## src/hw/rtl/modexp_pkg.sv

```systemverilog
package modexp_pkg;

    // Reset value of the modulus register, cut to the configured width at the top level.
    localparam logic [63:0] MODULUS_RESET = 64'd257;

    // Sequencer states of the exponentiation core.
    typedef enum logic [2:0] {
        ST_IDLE,
        ST_REDUCE,
        ST_MULT,
        ST_SQUARE,
        ST_DONE
    } state_t;

    // Status of the shared modular multiplier as seen by the sequencer.
    typedef struct packed {
        logic busy;
        logic done;
    } mm_status_t;

endpackage

```

## src/hw/rtl/modexp_mulmod.sv

```systemverilog
module modexp_mulmod #(
    parameter int WIDTH = 32
) (
    input  logic                    clk,
    input  logic                    rst_n,
    input  logic                    start,
    input  logic [WIDTH-1:0]        op_a,
    input  logic [WIDTH-1:0]        op_b,
    input  logic [WIDTH-1:0]        modulus,
    output modexp_pkg::mm_status_t  status,
    output logic [WIDTH-1:0]        result
);
    import modexp_pkg::*;

    localparam int CNT_W = (WIDTH > 1) ? $clog2(WIDTH) : 1;
    localparam logic [CNT_W-1:0] CNT_LAST = CNT_W'(WIDTH - 1);

    logic             busy_reg, busy_next;
    logic             done_reg, done_next;
    logic [CNT_W-1:0] cnt_reg, cnt_next;
    logic [WIDTH-1:0] a_reg, a_next;
    logic [WIDTH-1:0] b_reg, b_next;
    logic [WIDTH-1:0] r_reg, r_next;

    logic [WIDTH+1:0] sum;
    logic [WIDTH+1:0] mod_x1;
    logic [WIDTH+1:0] mod_x2;
    logic [WIDTH-1:0] step_r;

    // One step of MSB-first shift-and-add: r = (2r + a*bit) mod m.
    // With r, a below m the sum stays below 3m, so one of three candidates is right.
    always_comb
    begin
        mod_x1 = {2'b00, modulus};
        mod_x2 = {1'b0, modulus, 1'b0};
        sum    = {1'b0, r_reg, 1'b0} + (b_reg[WIDTH-1] ? {2'b00, a_reg} : '0);
        priority if (modulus == '0)
        begin
            step_r = sum[WIDTH-1:0];
        end
        else if (sum >= mod_x2)
        begin
            step_r = WIDTH'(sum - mod_x2);
        end
        else if (sum >= mod_x1)
        begin
            step_r = WIDTH'(sum - mod_x1);
        end
        else
        begin
            step_r = sum[WIDTH-1:0];
        end
    end

    always_comb
    begin
        busy_next = busy_reg;
        done_next = 1'b0;
        cnt_next  = cnt_reg;
        a_next    = a_reg;
        b_next    = b_reg;
        r_next    = r_reg;
        if (busy_reg)
        begin
            r_next   = step_r;
            b_next   = {b_reg[WIDTH-2:0], 1'b0};
            cnt_next = cnt_reg + CNT_W'(1);
            if (cnt_reg == CNT_LAST)
            begin
                busy_next = 1'b0;
                done_next = 1'b1;
            end
        end
        else if (start)
        begin
            busy_next = 1'b1;
            cnt_next  = '0;
            a_next    = op_a;
            b_next    = op_b;
            r_next    = '0;
        end
    end

    always_ff @(posedge clk or negedge rst_n)
    begin
        if (!rst_n)
        begin
            busy_reg <= 1'b0;
            done_reg <= 1'b0;
            cnt_reg  <= '0;
        end
        else
        begin
            busy_reg <= busy_next;
            done_reg <= done_next;
            cnt_reg  <= cnt_next;
        end
    end

    always_ff @(posedge clk)
    begin
        a_reg <= a_next;
        b_reg <= b_next;
        r_reg <= r_next;
    end

    assign status.busy = busy_reg;
    assign status.done = done_reg;
    assign result      = r_reg;

endmodule

```

## src/hw/rtl/modular_exponentiation_core.sv

```systemverilog
// Modular exponentiation core: computes power_mod = base ^ exponent mod modulus by
// right-to-left square-and-multiply, with every product formed and reduced on one shared
// shift-and-add modular multiplier that handles one multiplier bit per cycle. The modulus
// register resets to 257 (cut to WIDTH bits); the user must write it through
// cfg_we/cfg_wdata only while the core is idle, which the core itself does not enforce.
// One transfer is taken at a time: in_stall stays high from the accepting edge until the
// result transfer completes. A zero exponent gives 1 on the cycle after the input
// transfer. Otherwise an item takes one reduction of the base, L squarings and P
// multiplies, where L is the position of the highest set exponent bit and P the number
// of set exponent bits. A modulus of zero means no reduction: the result is then
// base ^ exponent mod 2^WIDTH.
module modular_exponentiation_core #(
    parameter int WIDTH = 32
) (
    input  logic             clk,
    input  logic             rst_n,
    input  logic             cfg_we,
    input  logic [WIDTH-1:0] cfg_wdata,
    input  logic             in_valid,
    output logic             in_stall,
    input  logic [WIDTH-1:0] base,
    input  logic [WIDTH-1:0] exponent,
    output logic             out_valid,
    input  logic             out_stall,
    output logic [WIDTH-1:0] power_mod
);
    import modexp_pkg::*;

    state_t           state_reg, state_next;
    logic             issued_reg, issued_next;
    logic [WIDTH-1:0] mod_reg;
    logic [WIDTH-1:0] acc_reg, acc_next;
    logic [WIDTH-1:0] sq_reg, sq_next;
    logic [WIDTH-1:0] exp_reg, exp_next;

    logic             mm_start;
    logic [WIDTH-1:0] mm_a;
    logic [WIDTH-1:0] mm_b;
    logic [WIDTH-1:0] mm_result;
    mm_status_t       mm_status;

    // The shared multiplier. It forms (a * b) mod modulus, or a * b truncated when the
    // modulus is zero.
    modexp_mulmod #(
        .WIDTH (WIDTH)
    ) u_mulmod (
        .clk     (clk),
        .rst_n   (rst_n),
        .start   (mm_start),
        .op_a    (mm_a),
        .op_b    (mm_b),
        .modulus (mod_reg),
        .status  (mm_status),
        .result  (mm_result)
    );

    // Operand selection. The base is reduced as 1 * base, which steps through the bits of
    // the base and so works for any base width.
    always_comb
    begin
        unique case (state_reg)
            ST_REDUCE:
            begin
                mm_a = WIDTH'(1);
                mm_b = sq_reg;
            end
            ST_MULT:
            begin
                mm_a = acc_reg;
                mm_b = sq_reg;
            end
            ST_SQUARE:
            begin
                mm_a = sq_reg;
                mm_b = sq_reg;
            end
            default:
            begin
                mm_a = sq_reg;
                mm_b = sq_reg;
            end
        endcase
    end

    // Sequencer. Each working state first launches one multiplier operation, then waits
    // for its done pulse and moves on. Squaring stops once no set exponent bits remain.
    always_comb
    begin
        state_next  = state_reg;
        issued_next = issued_reg;
        acc_next    = acc_reg;
        sq_next     = sq_reg;
        exp_next    = exp_reg;
        mm_start    = 1'b0;
        unique case (state_reg)
            ST_IDLE:
            begin
                if (in_valid)
                begin
                    issued_next = 1'b0;
                    if (exponent == '0)
                    begin
                        acc_next   = WIDTH'(1);
                        state_next = ST_DONE;
                    end
                    else
                    begin
                        sq_next    = base;
                        exp_next   = exponent;
                        acc_next   = (mod_reg == WIDTH'(1)) ? '0 : WIDTH'(1);
                        state_next = ST_REDUCE;
                    end
                end
            end
            ST_REDUCE, ST_MULT, ST_SQUARE:
            begin
                if (!issued_reg)
                begin
                    mm_start    = 1'b1;
                    issued_next = 1'b1;
                end
                else if (mm_status.done)
                begin
                    issued_next = 1'b0;
                    if (state_reg == ST_REDUCE)
                    begin
                        sq_next    = mm_result;
                        state_next = exp_reg[0] ? ST_MULT : ST_SQUARE;
                    end
                    else if (state_reg == ST_MULT)
                    begin
                        acc_next   = mm_result;
                        state_next = (exp_reg[WIDTH-1:1] == '0) ? ST_DONE : ST_SQUARE;
                    end
                    else
                    begin
                        sq_next    = mm_result;
                        exp_next   = {1'b0, exp_reg[WIDTH-1:1]};
                        state_next = exp_reg[1] ? ST_MULT : ST_SQUARE;
                    end
                end
            end
            ST_DONE:
            begin
                if (!out_stall)
                begin
                    state_next = ST_IDLE;
                end
            end
            default:
            begin
                state_next = ST_IDLE;
            end
        endcase
    end

    always_ff @(posedge clk or negedge rst_n)
    begin
        if (!rst_n)
        begin
            state_reg  <= ST_IDLE;
            issued_reg <= 1'b0;
            mod_reg    <= MODULUS_RESET[WIDTH-1:0];
        end
        else
        begin
            state_reg  <= state_next;
            issued_reg <= issued_next;
            if (cfg_we)
            begin
                mod_reg <= cfg_wdata;
            end
        end
    end

    always_ff @(posedge clk)
    begin
        acc_reg <= acc_next;
        sq_reg  <= sq_next;
        exp_reg <= exp_next;
    end

    // The result register doubles as the output stage; it holds while out_stall is high.
    assign in_stall  = (state_reg != ST_IDLE);
    assign out_valid = (state_reg == ST_DONE);
    assign power_mod = acc_reg;

    // The sequencer only launches an operation on an idle multiplier.
    a_start_idle: assert property (@(posedge clk) disable iff (!rst_n)
        mm_start |-> !mm_status.busy)
        else $error("multiplier started while busy");

    // Operands stay reduced below a nonzero modulus while the loop runs.
    a_operands_reduced: assert property (@(posedge clk) disable iff (!rst_n)
        ((state_reg == ST_MULT || state_reg == ST_SQUARE) && mod_reg != '0)
        |-> (acc_reg < mod_reg && sq_reg < mod_reg))
        else $error("operand not reduced below modulus");

    // The loop never runs with no exponent bits left.
    a_exp_nonzero: assert property (@(posedge clk) disable iff (!rst_n)
        (state_reg == ST_MULT || state_reg == ST_SQUARE) |-> (exp_reg != '0))
        else $error("exponent exhausted inside the loop");

    // A zero exponent transfer yields 1 on the next cycle.
    a_zero_exp: assert property (@(posedge clk) disable iff (!rst_n)
        (in_valid && !in_stall && exponent == '0)
        |=> (out_valid && power_mod == WIDTH'(1)))
        else $error("zero exponent did not give one");

endmodule

```

## config.mk

```make
export PLATFORM = sky130hd
export DESIGN_NAME = modular_exponentiation_core
export DESIGN_NICKNAME = d
export VERILOG_FILES = /design/src/hw/rtl/modexp_pkg.sv /design/src/hw/rtl/modexp_mulmod.sv /design/src/hw/rtl/modular_exponentiation_core.sv
export SDC_FILE = /design/constraint.sdc
export NUM_CORES = 1
export LEC_CHECK = 0
export BUFFER_PORTS_ARGS = -buffer_cell sky130_fd_sc_hd__buf_2
export CAP_MARGIN = 15
export CELL_PAD_IN_SITES_DETAIL_PLACEMENT = 0
export CELL_PAD_IN_SITES_GLOBAL_PLACEMENT = 1
export CORE_UTILIZATION = 50
export CTS_BUF_LIST = sky130_fd_sc_hd__clkbuf_16
export CTS_CLUSTER_DIAMETER = 40
export DETAILED_ROUTE_END_ITERATION = 12
export PLACE_DENSITY = 0.84
export SKIP_CTS_REPAIR_TIMING = 1
export SLEW_MARGIN = 20
export SYNTH_ARGS = -nofsm -noshare
export SYNTH_HDL_FRONTEND = slang
export SYNTH_HIERARCHICAL = 1
export SYNTH_SLANG_ARGS = --single-unit
```

## constraint.sdc

```tcl
create_clock -name clk -period 16.8 [get_ports clk]
set_clock_uncertainty 0.15 [all_clocks]
set_input_delay 2.52 -clock clk [delete_from_list [all_inputs] [get_ports clk]]
set_output_delay 2.52 -clock clk [all_outputs]
set_load 0.01 [all_outputs]
```

==> flow_summary.yaml, run 1 <==
sta:
  slew_viol_final: 0
  period_minus_slack_ns: 6.924
  maxSlewHeadroom_pct: 30.40
  period_share_pct: 41.22
  worst_slack_ns: 9.876
  setup_viol_count_final: 0
  finalSetupTns_ns: 0
  hold_viol: 0
  max_clock_freq_ghz: 0.1444
  rsz0062_at_grt: "false"
  worstMarginPinSlew_ns: 1.038
cts:
  path_clk_slew_ns: 0.06
  worstSkewPairLatency_ns: 0.52
  cts_tree: "yes"
  cts-buffers-inserted: 34
  htree_levels: 2
  clk_path_buf_depth: 3
  root_buffer: "clkbuf_16"
  cts_sinks: 235
global_routing:
  grt_max_degree: 66
  grt_usage_pct: 26.74
  grt_pass1_wl_um: 65250
  grt_pass1_vias: 11720
  grt_overflow: 0
  antenna_found_initial: 1
min_path:
  hp-class: "flop to flop"
  hold_depth: 1
floorplanning:
  io_pins: 135
  die_width_um: 177.1
  dieHeight_um: 177.1
  die_area_um2: 31360
  rows: 63
  initial_core_util_pct: 51.31
  core_um2: 29870
drt:
  drt_iter0_markers: 1173
  post_drt_wl_per_cell_um: 20.32
  postRouteAntennaNets: 0
  drc: 0
  routed_wl_um: 41460
  first_pass_iters: 6
  vias: 12380
  vias_per_cell: 6.068
setup_path:
  worstPathArrival_ns: 7.14
  startpoint_type: "flop"
  slowest_delay_ns: 0.87
  crit_path_end_kind: "flop"
  ff2ff_path_depth: 22
  crit_family: "compound AO/OA/AOI/OAI gates"
  crit_top_cell: "nor2_1"
  worstPathRequired_ns: 17.02
  path_max_fanout: 32
  path_buf_inv: 1
  crit_type: "flop to flop"
  worstPathCellList: "and2_1 -> ha_1 -> inv_1 -> fa_1 -> and2b_1 -> o31ai_1 -> a21o_2 -> o21ai_2 -> a31oi_1 -> o21ai_0 -> mux2i_1 -> or3_1 -> ha_1 -> nand4_1 -> nor2_1 -> and4_1 -> nor2_1 -> a211oi_4 -> or3_4 -> o31ai_2 -> a222oi_1 -> nor2_1"
  path_depth: 22
  slowest_stage: "o31ai_2"
synth:
  syn-num-nets: 1706
  syn_inst: 1505
  netlist_area_um2: 15330
  avgSynthCellArea_um2: 10.19
  ys_warn_count: 6
finish:
  multi_input_area_um2: 7971
  instances_no_fill: 2041
  utilization_pct: 58.43
  ff_latch_area_um2: 6835
  nets: 1826
  fillers: 2548
  syn2layout_area_growth_pct: 13.88
  drive_gt1_share_pct: 16.79
flow_run:
  maxCapViolCount: 0
placed_design:
  dp.cells: 1979
  post-place-ws_ns: 9.961
  io_buffers: 134
  dp_hpwl_um: 30690
  place_congestion: 0.9606
status:
  status: "finished, final reports clean"
metal layers:
layer  GRT usage (%)  part of all wire [%]  up-vias
li1                -                     -     5947
met1           43.00                    50     5860
met2           37.22                    41      521
met3           3.436                   7.3       56
met4           6.609                   1.9        0
met5               0                     0        -
path summary, 6_finish.rpt:
path,startpoint,to,slack (ns)
worst max-delay path,u_mulmod/b_reg[31]$_DFFE_PP_,u_mulmod/result[7]$_SDFFCE_PN0P_,9.88
worst min-delay path,u_mulmod/cnt_reg[2]$_DFFE_PN0P_,u_mulmod/cnt_reg[2]$_DFFE_PN0P_,0.36
worst max register to register,u_mulmod/b_reg[31]$_DFFE_PP_,u_mulmod/result[7]$_SDFFCE_PN0P_,9.88
worst min register to register,u_mulmod/cnt_reg[2]$_DFFE_PN0P_,u_mulmod/cnt_reg[2]$_DFFE_PN0P_,0.36
max in group asynchronous,rst_n,u_mulmod/busy_reg$_DFF_PN0_,13.88
min in group asynchronous,rst_n,mod_reg[3]$_DFFE_PN0P_,1.99
through the flow:
| stage | instance area (um2) | hold slack, ns |
|---|---|---|
| after floorplan | 15330 | 0.3108 |
| after global placement | 16310 | 0.3348 |
| after detailed placement | 16310 | 0.3425 |
| after CTS | 17450 | 0.3590 |
| after global routing | 17460 | 0.3766 |
| final | 17460 | 0.3560 |
cell usage in the layout (no fill, tap or decap), types with 35 or more instances in the layout:
| cell | instances |
|---|---|
| xnor2_1 | 36 |
| buf_2 | 134 |
| o21ai_0 | 68 |
| nor4_1 | 36 |
| a21oi_1 | 112 |
| clkbuf_16 | 35 |
| dfrtp_1 | 40 |
| a21o_1 | 56 |
| inv_1 | 73 |
| nand2_1 | 160 |
| ha_1 | 97 |
| a22o_1 | 63 |
| edfxtp_1 | 191 |
| and2_1 | 71 |
| nor2_1 | 70 |
area by class of cell:
class | count | area share [%]
tap | 390 | 2.795
antenna | 1 | 0.01434
multi-input combinational | 1139 | 45.67
sequential | 235 | 39.16
clock buffer | 35 | 5.018
clock inverter | 26 | 1.527
timing repair buffer | 145 | 4.315
inverter | 70 | 1.505
Power of run 1 is not shown: default switching activity piles up to over one toggle a cycle in this logic, so the estimate is an artifact.
==> run 2: changes to the inputs <==
--- a/config.mk
+++ b/config.mk
@@ -9,11 +9,11 @@
 export CAP_MARGIN = 15
 export CELL_PAD_IN_SITES_DETAIL_PLACEMENT = 0
 export CELL_PAD_IN_SITES_GLOBAL_PLACEMENT = 1
-export CORE_UTILIZATION = 50
+export CORE_UTILIZATION = 48
 export CTS_BUF_LIST = sky130_fd_sc_hd__clkbuf_16
 export CTS_CLUSTER_DIAMETER = 40
 export DETAILED_ROUTE_END_ITERATION = 12
-export PLACE_DENSITY = 0.84
+export PLACE_DENSITY = 0.81
 export SKIP_CTS_REPAIR_TIMING = 1
 export SLEW_MARGIN = 20
 export SYNTH_ARGS = -nofsm -noshare
==> constraint.sdc (replaced) <==
create_clock -name clk -period 6.9 [get_ports clk]
set_clock_uncertainty 0.15 [all_clocks]
set_input_delay 1.035 -clock clk [delete_from_list [all_inputs] [get_ports clk]]
set_output_delay 1.035 -clock clk [all_outputs]
set_load 0.01 [all_outputs]
==> run 2 against run 1 <==
Maximum frequency grew 8.1%. Worst setup slack got worse by 9.4 ns. Via count is 0.52% higher. Critical endpoint is now u_mulmod/result[12]$_SDFFCE_PN0P_. First-iteration DRC count fell by 12%. Wire length increased by 0.73%. Non-clock buffer count rose by 3. Hold slack worse by 0.0048 ns. Critical path type unchanged.
==> flow_summary.yaml, run 2 (synthesis results as in run 1) <==
status:
  status: "finished, final reports clean"
min_path:
  hp-class: "flop to flop"
cts:
  cts_sinks: 235
  clk_path_buf_depth: 3
  cts_tree: "yes"
  worstSkewPairLatency_ns: 0.53
  root_buffer: "clkbuf_16"
  path_clk_slew_ns: 0.06
  cts-buffers-inserted: 37
  htree_levels: 2
drt:
  highest_layer: "met4"
  vias: 12450
  met1_length_um: 20470
  wl_met2_um: 17140
  routed_wl_um: 41770
  drt_iter0_markers: 1029
  post_drt_wl_per_cell_um: 20.26
  wl_met3_um: 3158
  drc: 0
  postRouteAntennaNets: 0
  vias_per_cell: 6.037
  first_pass_iters: 5
setup_path:
  crit_path_end_kind: "flop"
  slowest_stage: "edfxtp_1"
  slowest_delay_ns: 0.69
  worstPathCellList: "and2_1 -> ha_1 -> inv_1 -> fa_1 -> and2b_1 -> o31ai_1 -> a21o_2 -> o21ai_2 -> a31oi_1 -> o21ai_0 -> mux2i_1 -> or3_1 -> ha_1 -> nand4_1 -> nor2_1 -> and4_1 -> nor2_1 -> a211oi_4 -> nor3_1 -> buf_4 -> nand2_1 -> o22a_1 -> o221a_2"
  worstPathRequired_ns: 7.02
  path_max_fanout: 22
  startpoint_type: "flop"
  worstPathArrival_ns: 6.53
  crit_type: "flop to flop"
finish:
  fillers: 2795
  drive_gt1_share_pct: 17.11
  nets: 1832
  syn2layout_area_growth_pct: 14.85
  layout_commonest_cell: "edfxtp_1"
  mostFrequentLayoutCells: "edfxtp_1, nand2_1, buf_2, a21oi_1, ha_1"
  diodes: 0
global_routing:
  antenna_found_initial: 0
  grt_pass1_wl_um: 65690
  grt_max_degree: 66
  grt_pass1_vias: 11830
  grt_overflow: 0
  grt_usage_pct: 25.51
floorplanning:
  die_area_um2: 32650
  io_pins: 135
  dieHeight_um: 180.7
  die_width_um: 180.7
  core_um2: 31470
  rows: 65
  initial_core_util_pct: 48.70
sta:
  worstMarginPinSlew_ns: 0.9158
  slew_viol_final: 0
  hold_viol: 0
  finalSetupTns_ns: 0
  period_share_pct: 92.84
  max_clock_freq_ghz: 0.1561
  period_minus_slack_ns: 6.406
  rsz0062_at_grt: "false"
  setup_viol_count_final: 0
  maxSlewHeadroom_pct: 38.95
flow_run:
  maxCapViolCount: 0
placed_design:
  io_buffers: 134
  dp_hpwl_um: 31460
  place_congestion: 0.9343
[run 2: cell count changes in the layout (fill, tap and decap cells not counted), sizes merged]
cell      previous run  this run
buf                145       148
clkbuf              35        37
clkinv               9        13
clkinvlp             3         2
diode                1         0
inv                 81        83
[run 2: layer usage]
metal  global-route usage [%]  up-vias
li1                         -     5961
met1                    40.12     5918
met2                    36.17      508
met3                    3.507       61
met4                    7.077        0
met5                        0        -
[run 2: final cells by class]
type | count | area [um2] | share of cell area [%]
Multi-Input combinational cell | 1139 | 7983 | 45.34
Sequential cell | 235 | 6835 | 38.83
Clock buffer | 37 | 925.9 | 5.259
Timing Repair Buffer | 148 | 775.7 | 4.407
Tap cell | 402 | 503.0 | 2.857
Clock inverter | 31 | 319.1 | 1.812
Inverter | 70 | 262.8 | 1.493
[run 2: critical path: cells and delay by family (launching register included)]
family / cells / cell delay (ns)
compound gates: 8 / 1.74
buf+inv: 2 / 0.35
fa+ha+maj: 3 / 0.94
mux: 1 / 0.17
simple gates: 9 / 2.08
flops: 1 / 0.69
[run 2: path summary, 6_finish.rpt]
check | startpoint | to | slack (ns) | cells after the start
worst min-delay path | u_mulmod/cnt_reg[4]$_DFFE_PN0P_ | u_mulmod/cnt_reg[4]$_DFFE_PN0P_ | 0.35 | 1
worst min register to register | u_mulmod/cnt_reg[4]$_DFFE_PN0P_ | u_mulmod/cnt_reg[4]$_DFFE_PN0P_ | 0.35 | 1
max in group asynchronous | rst_n | u_mulmod/busy_reg$_DFF_PN0_ | 5.47 | 1
min in group asynchronous | rst_n | mod_reg[1]$_DFFE_PN0P_ | 0.50 | 1
worst max register to register | u_mulmod/b_reg[31]$_DFFE_PP_ | u_mulmod/result[12]$_SDFFCE_PN0P_ | 0.49 | 23
worst max-delay path | u_mulmod/b_reg[31]$_DFFE_PP_ | u_mulmod/result[12]$_SDFFCE_PN0P_ | 0.49 | 23
[run 2: per-stage QoR]
stage | hold WS [ns] | cell area [um2] | std cells | utilization, % | setup slack, ns
finish | 0.3512 | 17600 | 2062 | 55.93 | 0.4941
global route | 0.3608 | 17600 | 2062 | 55.93 | 0.01275
CTS | 0.3542 | 17600 | 2062 | 55.91 | 0.2777
detailed placement | 0.3443 | 16350 | 1994 | 51.95 | 0.3161
global placement | 0.3344 | 16350 | 1994 | 51.95 | 0.5870
floorplan | 0.3108 | 15330 | 1505 | - | 1.247
Power of run 2 is left out for the same reason.
==> run 3: changes to the inputs <==
--- a/config.mk
+++ b/config.mk
@@ -14,9 +14,11 @@
 export CTS_CLUSTER_DIAMETER = 40
 export DETAILED_ROUTE_END_ITERATION = 12
 export PLACE_DENSITY = 0.81
+export REMOVE_ABC_BUFFERS = 1
 export SKIP_CTS_REPAIR_TIMING = 1
 export SLEW_MARGIN = 20
 export SYNTH_ARGS = -nofsm -noshare
 export SYNTH_HDL_FRONTEND = slang
 export SYNTH_HIERARCHICAL = 1
 export SYNTH_SLANG_ARGS = --single-unit
+export TNS_END_PERCENT = 100
==> run 3 against run 2 <==
Critical path depth is the same. Non-clock buffer count grew 1. Worst setup slack improved by 0.037 ns. Maximum frequency is 0.57% higher. Die area is the same. Critical endpoint unchanged. Largest cell class unchanged.
==> flow_summary.yaml, run 3 (synthesis results as in run 1) <==
status:
  status: "finished, final reports clean"
sta:
  setup_viol_count_final: 0
  maxSlewHeadroom_pct: 32.85
  hold_viol: 0
  rsz0062_at_grt: "false"
  finalSetupTns_ns: 0
  worst_slack_ns: 0.5306
  slew_viol_final: 0
  worstMarginPinSlew_ns: 1.007
  max_clock_freq_ghz: 0.1570
  period_share_pct: 92.31
  period_minus_slack_ns: 6.369
drt:
  postRouteAntennaNets: 0
  vias_per_cell: 5.952
  drt_iter0_markers: 1015
  routed_wl_um: 41400
  post_drt_wl_per_cell_um: 20.08
  vias: 12270
  first_pass_iters: 5
  drc: 0
global_routing:
  grt_pass1_wl_um: 65690
  grt_usage_pct: 25.40
  antenna_found_initial: 2
  grt_pass1_vias: 12010
  grt_max_degree: 65
  grt_overflow: 0
placed_design:
  place_congestion: 0.9405
  io_buffers: 134
  dp_hpwl_um: 31420
  dp.cells: 1995
  post-place-ws_ns: 0.5755
floorplanning:
  rows: 65
  core_um2: 31470
  initial_core_util_pct: 48.70
  die_area_um2: 32650
  die_width_um: 180.7
  dieHeight_um: 180.7
  io_pins: 135
finish:
  nets: 1832
  syn2layout_area_growth_pct: 14.21
  mostFrequentLayoutCells: "edfxtp_1, nand2_1, buf_2, a21oi_1, ha_1"
  layout_commonest_cell: "edfxtp_1"
  instances_no_fill: 2061
  utilization_pct: 55.62
  fillers: 2771
  drive_gt1_share_pct: 16.95
setup_path:
  startpoint_type: "flop"
  path_buf_inv: 2
  crit_family: "simple AND/OR/NAND/NOR gates"
  path_max_fanout: 22
  slowest_stage: "edfxtp_1"
  worstPathRequired_ns: 7.01
  crit_path_end_kind: "flop"
  worstPathArrival_ns: 6.48
  crit_type: "flop to flop"
  worstPathCellList: "and2_1 -> ha_1 -> inv_1 -> fa_1 -> and2b_1 -> o31ai_1 -> a21o_2 -> o21ai_2 -> a31oi_1 -> o21ai_0 -> mux2i_1 -> or3_1 -> ha_1 -> nand4_1 -> nor2_1 -> and4_1 -> nor2_1 -> a211oi_4 -> nor3_1 -> buf_4 -> nand2_1 -> o22a_1 -> o221a_2"
  slowest_delay_ns: 0.70
cts:
  path_clk_slew_ns: 0.06
  htree_levels: 2
  worstSkewPairLatency_ns: 0.52
  cts_sinks: 235
  root_buffer: "clkbuf_16"
  clk_path_buf_depth: 3
  cts_tree: "yes"
  cts-buffers-inserted: 36
min_path:
  hp-class: "flop to flop"
flow_run:
  maxCapViolCount: 0
==> run 3: cell types whose count changed in the layout (fill, tap and decap cells not counted), sizes merged <==
cell	before	now
clkinv	13	11
clkbuf	37	36
diode	0	1
buf	148	149
bufinv	3	2
inv	83	84
==> run 3: path summary, 6_finish.rpt <==
| kind | startpoint | endpoint | slack, ns | cells after the start |
|---|---|---|---|---|
| max | u_mulmod/b_reg[31]$_DFFE_PP_ | u_mulmod/result[12]$_SDFFCE_PN0P_ | 0.53 | 23 |
| min | u_mulmod/b_reg[0]$_SDFFE_PP0P_ | u_mulmod/b_reg[0]$_SDFFE_PP0P_ | 0.35 | 2 |
| max reg2reg | u_mulmod/b_reg[31]$_DFFE_PP_ | u_mulmod/result[12]$_SDFFCE_PN0P_ | 0.53 | 23 |
| min reg2reg | u_mulmod/b_reg[0]$_SDFFE_PP0P_ | u_mulmod/b_reg[0]$_SDFFE_PP0P_ | 0.35 | 2 |
| max in group asynchronous | rst_n | u_mulmod/busy_reg$_DFF_PN0_ | 5.37 | 1 |
| min in group asynchronous | rst_n | state_reg[1]$_DFFE_PN0P_ | 0.55 | 1 |
==> run 3: metal layers <==
metal	global-route usage, %	share of wire, %	vias up
met2	38.42	43	377
met3	3.628	5.7	69
met4	7.726	2.8	4
met5	0	0.056	-
met1	37.56	49	5864
li1	-	-	5954
==> run 3: cell type report <==
type                    count  area (um2)  area share, %
well taps                 402       503.0          2.873
multi-input cells        1139        7971          45.53
diodes                      1       2.502        0.01429
clock inverters            29       247.7          1.415
clock buffers              36       900.9          5.146
repair buffers            149       783.3          4.474
inverters                  70       262.8          1.501
flip-flops and latches    235        6835          39.04
==> run 3: stage by stage <==
step / hold WS [ns] / cell area, um2
2_1_floorplan: 0.3108 / 15020
3_3_place_gp: 0.3236 / 16360
3_5_place_dp: 0.3393 / 16360
4_1_cts: 0.3525 / 17500
5_1_grt: 0.3784 / 17500
6_report: 0.3509 / 17510
==> run 3: tightest hold or removal path: cells and delay by family, from the launching register on <==
| family | cells | cell delay (ns) |
|---|---|---|
| flops | 1 | 0.32 |
| mux | 1 | 0.06 |
| simple gates | 1 | 0.08 |
Power of run 3 is left out for the same reason.
